<file path="src/hw/rtl/a85_pkg.sv">
// a85_pkg: shared types and constants for the ASCII85 line encoder.
// Used by a85_div85 and ascii85_line_encoder_core; no dependencies.
`default_nettype none

package a85_pkg;

  // Input item kind, carried on in_tuser
  typedef enum logic {
    OP_DATA = 1'b0,
    OP_END  = 1'b1
  } a85_op_t;

  // Characters
  localparam logic [7:0] CH_BANG  = 8'h21;  // '!'
  localparam logic [7:0] CH_Z     = 8'h7A;  // 'z'
  localparam logic [7:0] CH_TILDE = 8'h7E;  // '~'
  localparam logic [7:0] CH_GT    = 8'h3E;  // '>'
  localparam logic [7:0] CH_LF    = 8'h0A;  // newline

  // Digit value that prints as '%'
  localparam logic [6:0] PCT_DIGIT = 7'd4;

  localparam logic [7:0] LINE_WIDTH_RST   = 8'd75;
  localparam logic [7:0] LINE_WIDTH_FLOOR = 8'd5;

  // x / 85 == (x * DIV85_MAGIC) >> DIV85_SHIFT, exact for any 32-bit x
  localparam logic [31:0] DIV85_MAGIC = 32'd3233857729;
  localparam int unsigned DIV85_SHIFT = 38;
  localparam int unsigned QUOT_W      = 64 - DIV85_SHIFT;
  localparam logic [31:0] QUOT_MAX    = 32'd50529027;  // 0xFFFFFFFF / 85

  typedef struct packed {
    logic              done;
    logic [QUOT_W-1:0] quot;
    logic [6:0]        rem;
  } div_res_t;

endpackage

`default_nettype wire

</file>
<file path="src/hw/rtl/a85_div85.sv">
// a85_div85: divide-by-85 unit, one registered multiply then remainder.
// Depends on a85_pkg (reciprocal constant, result struct).
`default_nettype none

module a85_div85
  import a85_pkg::*;
(
  input  wire logic        clk,
  input  wire logic        rst_n,
  input  wire logic        start,
  input  wire logic [31:0] dividend,
  output div_res_t         res
);

  logic [63:0] prod_r;
  logic [31:0] dvd_r;
  logic        vld_r;

  logic [QUOT_W-1:0] quot;
  logic [31:0]       quot32;
  logic [31:0]       q_x85;
  logic [31:0]       rem32;

  always_ff @(posedge clk) begin
    if (!rst_n) begin
      vld_r <= 1'b0;
    end else begin
      vld_r <= start;
    end
    prod_r <= 64'(dividend) * 64'(DIV85_MAGIC);
    dvd_r  <= dividend;
  end

  // q*85 = q*64 + q*16 + q*4 + q
  always_comb begin
    quot   = prod_r[63:DIV85_SHIFT];
    quot32 = 32'(quot);
    q_x85  = (quot32 << 6) + (quot32 << 4) + (quot32 << 2) + quot32;
    rem32  = dvd_r - q_x85;
    res.done = vld_r;
    res.quot = quot;
    res.rem  = rem32[6:0];
  end

  a_rem_range: assert property (@(posedge clk) disable iff (!rst_n)
    vld_r |-> (rem32 < 32'd85))
    else $error("div85 remainder out of range");

  a_quot_range: assert property (@(posedge clk) disable iff (!rst_n)
    vld_r |-> (quot32 <= QUOT_MAX))
    else $error("div85 quotient out of range");

endmodule

`default_nettype wire

</file>
<file path="src/hw/rtl/ascii85_line_encoder_core.sv">
// ascii85_line_encoder_core: streaming ASCII85 encoder with line wrapping.
// Depends on a85_pkg and a85_div85.
`default_nettype none

// Bytes enter on in_* (in_tuser = OP_DATA) and are packed four to a group,
// most significant first; a data byte taken while four are held first
// flushes the full group as five base-85 digits ('!' + digit), or 'z' for
// an all-zero group. An end item (in_tuser = OP_END) zero-pads a partial
// group of n bytes, emits n+1 digits, then "~>" and a newline, and clears
// the column count. A newline goes out ahead of any digit or 'z' once the
// column count reaches cfg max_line_width (values below 5 act as 5), but
// never ahead of a '%' digit. out_tlast marks the final character of the
// item that caused it. A flush computes its five digits least significant
// first through one shared divide-by-85 unit (skipped for a 'z' group),
// then sends one character per cycle while out_tready allows (digits plus
// any inserted newlines); an end item then adds the three terminator
// characters. The block takes no new item while a flush or terminator is in
// progress, but the output register lets it take the next item while the
// last character still waits on out_tready. cfg is always ready; write it
// only while the block is idle.
module ascii85_line_encoder_core
  import a85_pkg::*;
(
  input  wire logic       clk,
  input  wire logic       rst_n,
  // input items
  input  wire logic       in_tvalid,
  output logic            in_tready,
  input  wire logic [7:0] in_tdata,   // [7:0] data_byte
  input  wire logic       in_tuser,   // [0] opcode
  // result items
  output logic            out_tvalid,
  input  wire logic       out_tready,
  output logic [7:0]      out_tdata,  // [7:0] out_char
  output logic            out_tlast,  // last_of_run
  // configuration: max_line_width
  input  wire logic       cfg_valid,
  output logic            cfg_ready,
  input  wire logic [7:0] cfg_data
);

  typedef enum logic [2:0] {
    S_IDLE,
    S_DIV_ISSUE,
    S_DIV_WAIT,
    S_EMIT,
    S_TERM
  } state_t;

  state_t      state_r;
  logic [7:0]  width_r;      // max_line_width register
  logic [31:0] word_r;       // group being packed
  logic [2:0]  cnt_r;        // bytes held, 0..4
  logic [7:0]  col_r;        // line column
  logic [31:0] work_r;       // running quotient during digit extraction
  logic [2:0]  dcnt_r;       // digit slot being produced, 4 down to 0
  logic [6:0]  dig_r [5];    // digits, slot 0 most significant
  logic [2:0]  idx_r;        // digit slot being sent
  logic        zgrp_r;       // flush is a single 'z'
  logic        is_end_r;     // flush belongs to an end item
  logic [7:0]  pend_r;       // byte that starts the next group
  logic [1:0]  tidx_r;       // terminator position
  logic        out_valid_r;
  logic [7:0]  out_data_r;
  logic        out_last_r;

  logic        in_acc;
  logic        can_load;
  logic        load_out;     // a character enters the output register
  logic [31:0] padded;
  logic        zero_full;
  logic [7:0]  limit;
  logic [6:0]  dig_rd;
  logic        may_wrap;
  logic        wrap_now;
  logic        grp_last;
  logic [7:0]  emit_char;
  div_res_t    div_res;

  a85_div85 u_div (
    .clk      (clk),
    .rst_n    (rst_n),
    .start    (state_r == S_DIV_ISSUE),
    .dividend (work_r),
    .res      (div_res)
  );

  assign in_tready  = (state_r == S_IDLE);
  assign cfg_ready  = 1'b1;
  assign out_tvalid = out_valid_r;
  assign out_tdata  = out_data_r;
  assign out_tlast  = out_last_r;
  assign in_acc     = in_tvalid && in_tready;
  assign can_load   = !out_valid_r || out_tready;
  assign load_out   = ((state_r == S_EMIT) || (state_r == S_TERM)) && can_load;

  always_comb begin
    // zero-pad a partial group up to four bytes
    unique case (cnt_r)
      3'd1:    padded = {word_r[7:0], 24'b0};
      3'd2:    padded = {word_r[15:0], 16'b0};
      3'd3:    padded = {word_r[23:0], 8'b0};
      default: padded = word_r;
    endcase
    zero_full = (cnt_r == 3'd4) && (word_r == 32'd0);
    limit     = (width_r < LINE_WIDTH_FLOOR) ? LINE_WIDTH_FLOOR : width_r;
    dig_rd    = dig_r[idx_r];
    may_wrap  = zgrp_r || (dig_rd != PCT_DIGIT);
    wrap_now  = may_wrap && (col_r >= limit);
    grp_last  = zgrp_r || (idx_r == cnt_r);
    emit_char = zgrp_r ? CH_Z : (8'({1'b0, dig_rd}) + CH_BANG);
  end

  always_ff @(posedge clk) begin
    if (!rst_n) begin
      state_r     <= S_IDLE;
      width_r     <= LINE_WIDTH_RST;
      word_r      <= 32'd0;
      cnt_r       <= 3'd0;
      col_r       <= 8'd0;
      out_valid_r <= 1'b0;
    end else begin
      if (cfg_valid) begin
        width_r <= cfg_data;
      end
      // a new character replaces the one just taken, else the register drains
      if (load_out) begin
        out_valid_r <= 1'b1;
      end else if (out_valid_r && out_tready) begin
        out_valid_r <= 1'b0;
      end

      unique case (state_r)
        S_IDLE: begin
          if (in_acc) begin
            if (a85_op_t'(in_tuser) == OP_END) begin
              is_end_r <= 1'b1;
              tidx_r   <= 2'd0;
              if (cnt_r == 3'd0) begin
                state_r <= S_TERM;
              end else begin
                work_r  <= padded;
                zgrp_r  <= zero_full;
                idx_r   <= 3'd0;
                dcnt_r  <= 3'd4;
                state_r <= zero_full ? S_EMIT : S_DIV_ISSUE;
              end
            end else if (cnt_r == 3'd4) begin
              is_end_r <= 1'b0;
              pend_r   <= in_tdata;
              work_r   <= word_r;
              zgrp_r   <= zero_full;
              idx_r    <= 3'd0;
              dcnt_r   <= 3'd4;
              state_r  <= zero_full ? S_EMIT : S_DIV_ISSUE;
            end else begin
              word_r <= {word_r[23:0], in_tdata};
              cnt_r  <= cnt_r + 3'd1;
            end
          end
        end

        S_DIV_ISSUE: begin
          state_r <= S_DIV_WAIT;
        end

        S_DIV_WAIT: begin
          if (div_res.done) begin
            dig_r[dcnt_r] <= div_res.rem;
            work_r        <= 32'(div_res.quot);
            if (dcnt_r == 3'd0) begin
              state_r <= S_EMIT;
            end else begin
              dcnt_r  <= dcnt_r - 3'd1;
              state_r <= S_DIV_ISSUE;
            end
          end
        end

        S_EMIT: begin
          if (can_load) begin
            if (wrap_now) begin
              // line full: newline first, then the same digit
              out_data_r <= CH_LF;
              out_last_r <= 1'b0;
              col_r      <= 8'd0;
            end else begin
              out_data_r <= emit_char;
              out_last_r <= grp_last && !is_end_r;
              col_r      <= col_r + 8'd1;
              if (grp_last) begin
                if (is_end_r) begin
                  state_r <= S_TERM;
                end else begin
                  word_r  <= {24'b0, pend_r};
                  cnt_r   <= 3'd1;
                  state_r <= S_IDLE;
                end
              end else begin
                idx_r <= idx_r + 3'd1;
              end
            end
          end
        end

        S_TERM: begin
          if (can_load) begin
            tidx_r <= tidx_r + 2'd1;
            priority if (tidx_r == 2'd0) begin
              out_data_r <= CH_TILDE;
              out_last_r <= 1'b0;
            end else if (tidx_r == 2'd1) begin
              out_data_r <= CH_GT;
              out_last_r <= 1'b0;
            end else begin
              out_data_r <= CH_LF;
              out_last_r <= 1'b1;
              col_r      <= 8'd0;
              word_r     <= 32'd0;
              cnt_r      <= 3'd0;
              state_r    <= S_IDLE;
            end
          end
        end

        default: state_r <= S_IDLE;
      endcase
    end
  end

  a_cnt_range: assert property (@(posedge clk) disable iff (!rst_n)
    cnt_r <= 3'd4)
    else $error("group byte count above four");

  a_end_busy: assert property (@(posedge clk) disable iff (!rst_n)
    (in_acc && (a85_op_t'(in_tuser) == OP_END)) |=> !in_tready)
    else $error("end item did not start a flush or terminator");

  a_term_col: assert property (@(posedge clk) disable iff (!rst_n)
    (out_valid_r && out_last_r && (out_data_r == CH_LF)) |-> (col_r == 8'd0))
    else $error("column not cleared by terminator");

  a_wrap_col: assert property (@(posedge clk) disable iff (!rst_n)
    (state_r == S_EMIT && can_load && may_wrap && !wrap_now) |-> (col_r < limit))
    else $error("digit sent past line limit");

endmodule

`default_nettype wire

</file>
<file path="config.mk">
export PLATFORM = sky130hd
export DESIGN_NAME = ascii85_line_encoder_core
export DESIGN_NICKNAME = d
export VERILOG_FILES = /design/src/hw/rtl/a85_pkg.sv /design/src/hw/rtl/a85_div85.sv /design/src/hw/rtl/ascii85_line_encoder_core.sv
export SDC_FILE = /design/constraint.sdc
export NUM_CORES = 1
export LEC_CHECK = 0
export ABC_CLOCK_PERIOD_IN_PS = 8700
export CAP_MARGIN = 20
export CORE_MARGIN = 2
export CORE_UTILIZATION = 29
export DETAILED_ROUTE_END_ITERATION = 10
export DONT_BUFFER_PORTS = 1
export GPL_ROUTABILITY_DRIVEN = 0
export SYNTH_ARGS = -nofsm -noshare
export SYNTH_HDL_FRONTEND = slang
export SYNTH_HIERARCHICAL = 1
export SYNTH_SLANG_ARGS = --single-unit
export TNS_END_PERCENT = 50
</file>
<file path="constraint.sdc">
create_clock -name clk -period 8.7 [get_ports clk]
set_input_delay 1.74 -clock clk [delete_from_list [all_inputs] [get_ports clk]]
set_output_delay 1.74 -clock clk [all_outputs]
set_load 0.02 [all_outputs]
</file>
==> impl_metrics.ini <==
[synth]
synth_most_common_cell = inv_1
yosys_warnings = 6
async_flop_share = 0
yosysTopAreaCell = ha_1
netlist_top_cells_count = inv_1, ha_1, fa_1
synthCells = 1869
ys_seq_elements = 186
synth-edff-count = 94
yosys-top-cells-area = ha_1, fa_1, edfxtp_1
yosysTopAreaCellShare = 0.232
yosysSeqAreaShare = 0.248
ys_types = 80
synth.avg_cell_area_um2 = 10.0
synth_ff_type = edfxtp_1
synthesis.nets = 2410
synth.cell_area_um2 = 18800

[layout]
n_fill_cell = 6612
area_delta_synth_final_pct = 8.06
drive_gt1_frac = 0.0371
fin_nets = 2390
multiInputGateArea_um2 = 12500
antenna_cells = 0
ff_latch_area_um2 = 4660
fin_cells = 2717

[sta]
fin_setup_tns_ps = 0
maxSlewHeadroom = 0.335
max_freq_ghz = 0.141
rsz0062_at_grt = false
worstMarginPinSlew_ps = 998
final-max-slew-violation-count = 0
setup_violations = 0
period_share = 0.816
fin_crit_ps = 7100
fin_skew_ps = 18.4
finalHoldViolCount = 0
whs_ps = 425

[die]
start_util = 0.292
coreArea_um2 = 64200
die-area_um2 = 66800
io_pins = 34
die_y_um = 258
die_w_um = 258
num_rows = 93

[placement]
dp_hpwl_um = 39300
portBuffers = 0
dp_cells = 2684

[outcome]
status = finished clean

[setup_path]
reg2reg_from = work_r[8]
cp-endpoint = u_div/prod_r[57]
path_class = reg -> reg
required_ps = 9030
startpoint_type = register
endpoint_kind = register
ff2ff_setup_slack_ps = 1600
path_max_fanout = 8
cp.arrival_ps = 7430
reg2regPathDepth = 22
reg2reg_to = u_div/prod_r[57]
cp-startpoint = work_r[8]

[global_route]
grt_pass1_wl_um = 75800
use_met2 = 0.235
antenna_found_initial = 0
grt_max_degree = 66
grtUsageMet3 = 0.0259
grt_pass1_vias = 14000
overflow = 0
busiest_layer = met2
grt_usage = 0.143
grt_use_met1 = 0.184

[worst_hold_path]
min_path_type = reg -> reg

[clock_network]
clk_pin_slew_worst_paths_ps = 80
hold_buffers = 0
clockBufferDepth = 2
cts_tree = yes
cts_root_buf = clkbuf_16
post_cts_buffers = 0
cts_buffers = 17
clock_sinks = 186
post_cts_resized = 0
insertion_delay_ps = 440
cts_max_level = 4

[route]
vias_per_cell = 4.83
drt_iter0_drc = 1047
ant_nets = 0
drt_first_pass_iters = 7
via_count = 13100
wl_per_cell_um = 17.1
wl_um = 46500
drc = 0

[job]
maxCapViolations = 0
-- final cells by class --
| cell class | instances | area share |
|---|---|---|
| multi-input combinational | 1256 | 0.614 |
| sequential | 186 | 0.230 |
| inverter | 377 | 0.0698 |
| tap | 855 | 0.0527 |
| clock buffer | 17 | 0.0210 |
| clock inverter | 15 | 0.00845 |
| timing repair buffer | 11 | 0.00395 |
-- worst max-delay path: stages (launching register included) --
cell,delay [ps]
edfxtp_1,500
ha_1,320
ha_1,300
inv_1,60
fa_1,500
inv_1,60
fa_1,610
inv_1,90
fa_1,510
fa_1,530
fa_1,550
inv_1,40
ha_1,310
ha_1,460
and3_1,250
nand2_1,90
or4_1,510
a311o_1,390
a41oi_4,330
a31oi_4,150
o21ai_2,170
a31oi_1,120
xnor2_1,130
-- sequential cells by signal, indices dropped and copies added, names as in the netlist, named ones only --
name,count
cnt_r,3
col_r,8
dcnt_r,3
dig_r,35
idx_r,3
is_end_r,1
out_tdata,8
out_tlast,1
out_tvalid,1
pend_r,8
state_r,3
tidx_r,2
u_div/dvd_r,7
u_div/prod_r,26
u_div/vld_r,1
width_r,8
word_r,32
work_r,32
zgrp_r,1
-- cell families after synthesis --
logic type	synth area share
multiplexers	0.0364
AO/OA/AOI/OAI	0.0958
AND/OR/NAND/NOR	0.0916
XOR/XNOR	0.0252
buffers and inverters	0.0881
flip-flops	0.248
adder cells (fa/ha/maj)	0.414
other	0.000200
-- how the worst min path moves through the flow --
stage,slack [ps],cells after the start,endpoint,startpoint
2_1_floorplan,380,0,u_div/dvd_r[1],work_r[1]
5_1_grt,440,0,u_div/dvd_r[5],work_r[5]
4_1_cts,430,0,u_div/dvd_r[5],work_r[5]
6_report,430,0,u_div/dvd_r[5],work_r[5]
3_3_place_gp,420,0,u_div/dvd_r[5],work_r[5]
3_5_place_dp,430,0,u_div/dvd_r[4],work_r[4]
-- per-stage QoR --
step	setup WS (ps)	util	area [µm²]
after floorplan	2370	-	18800
after global placement	1720	0.306	19700
after detailed placement	1660	0.306	19700
after CTS	1630	0.316	20300
after global routing	1290	0.316	20300
final	1600	0.316	20300
-- layer usage --
metal	share of wire	routed length (µm)
met4	0.044	2060
met1	0.44	20400
met3	0.045	2110
met2	0.47	21900
met5	0	0
-- cells in the final DEF (no fill, tap or decap), types with 32 or more instances in the layout --
cell      count
a21oi_1      57
inv_1       377
xnor2_1      32
edfxtp_1     94
nand2_1     157
fa_1        171
ha_1        348
nor2_1       63
mux2i_1      50
nand3_1      42
dfxtp_1      92
o21ai_0      48
Power is left out: the tool's default activity adds up to more than one toggle a clock period on the data nets, which glitch-free logic cannot reach.
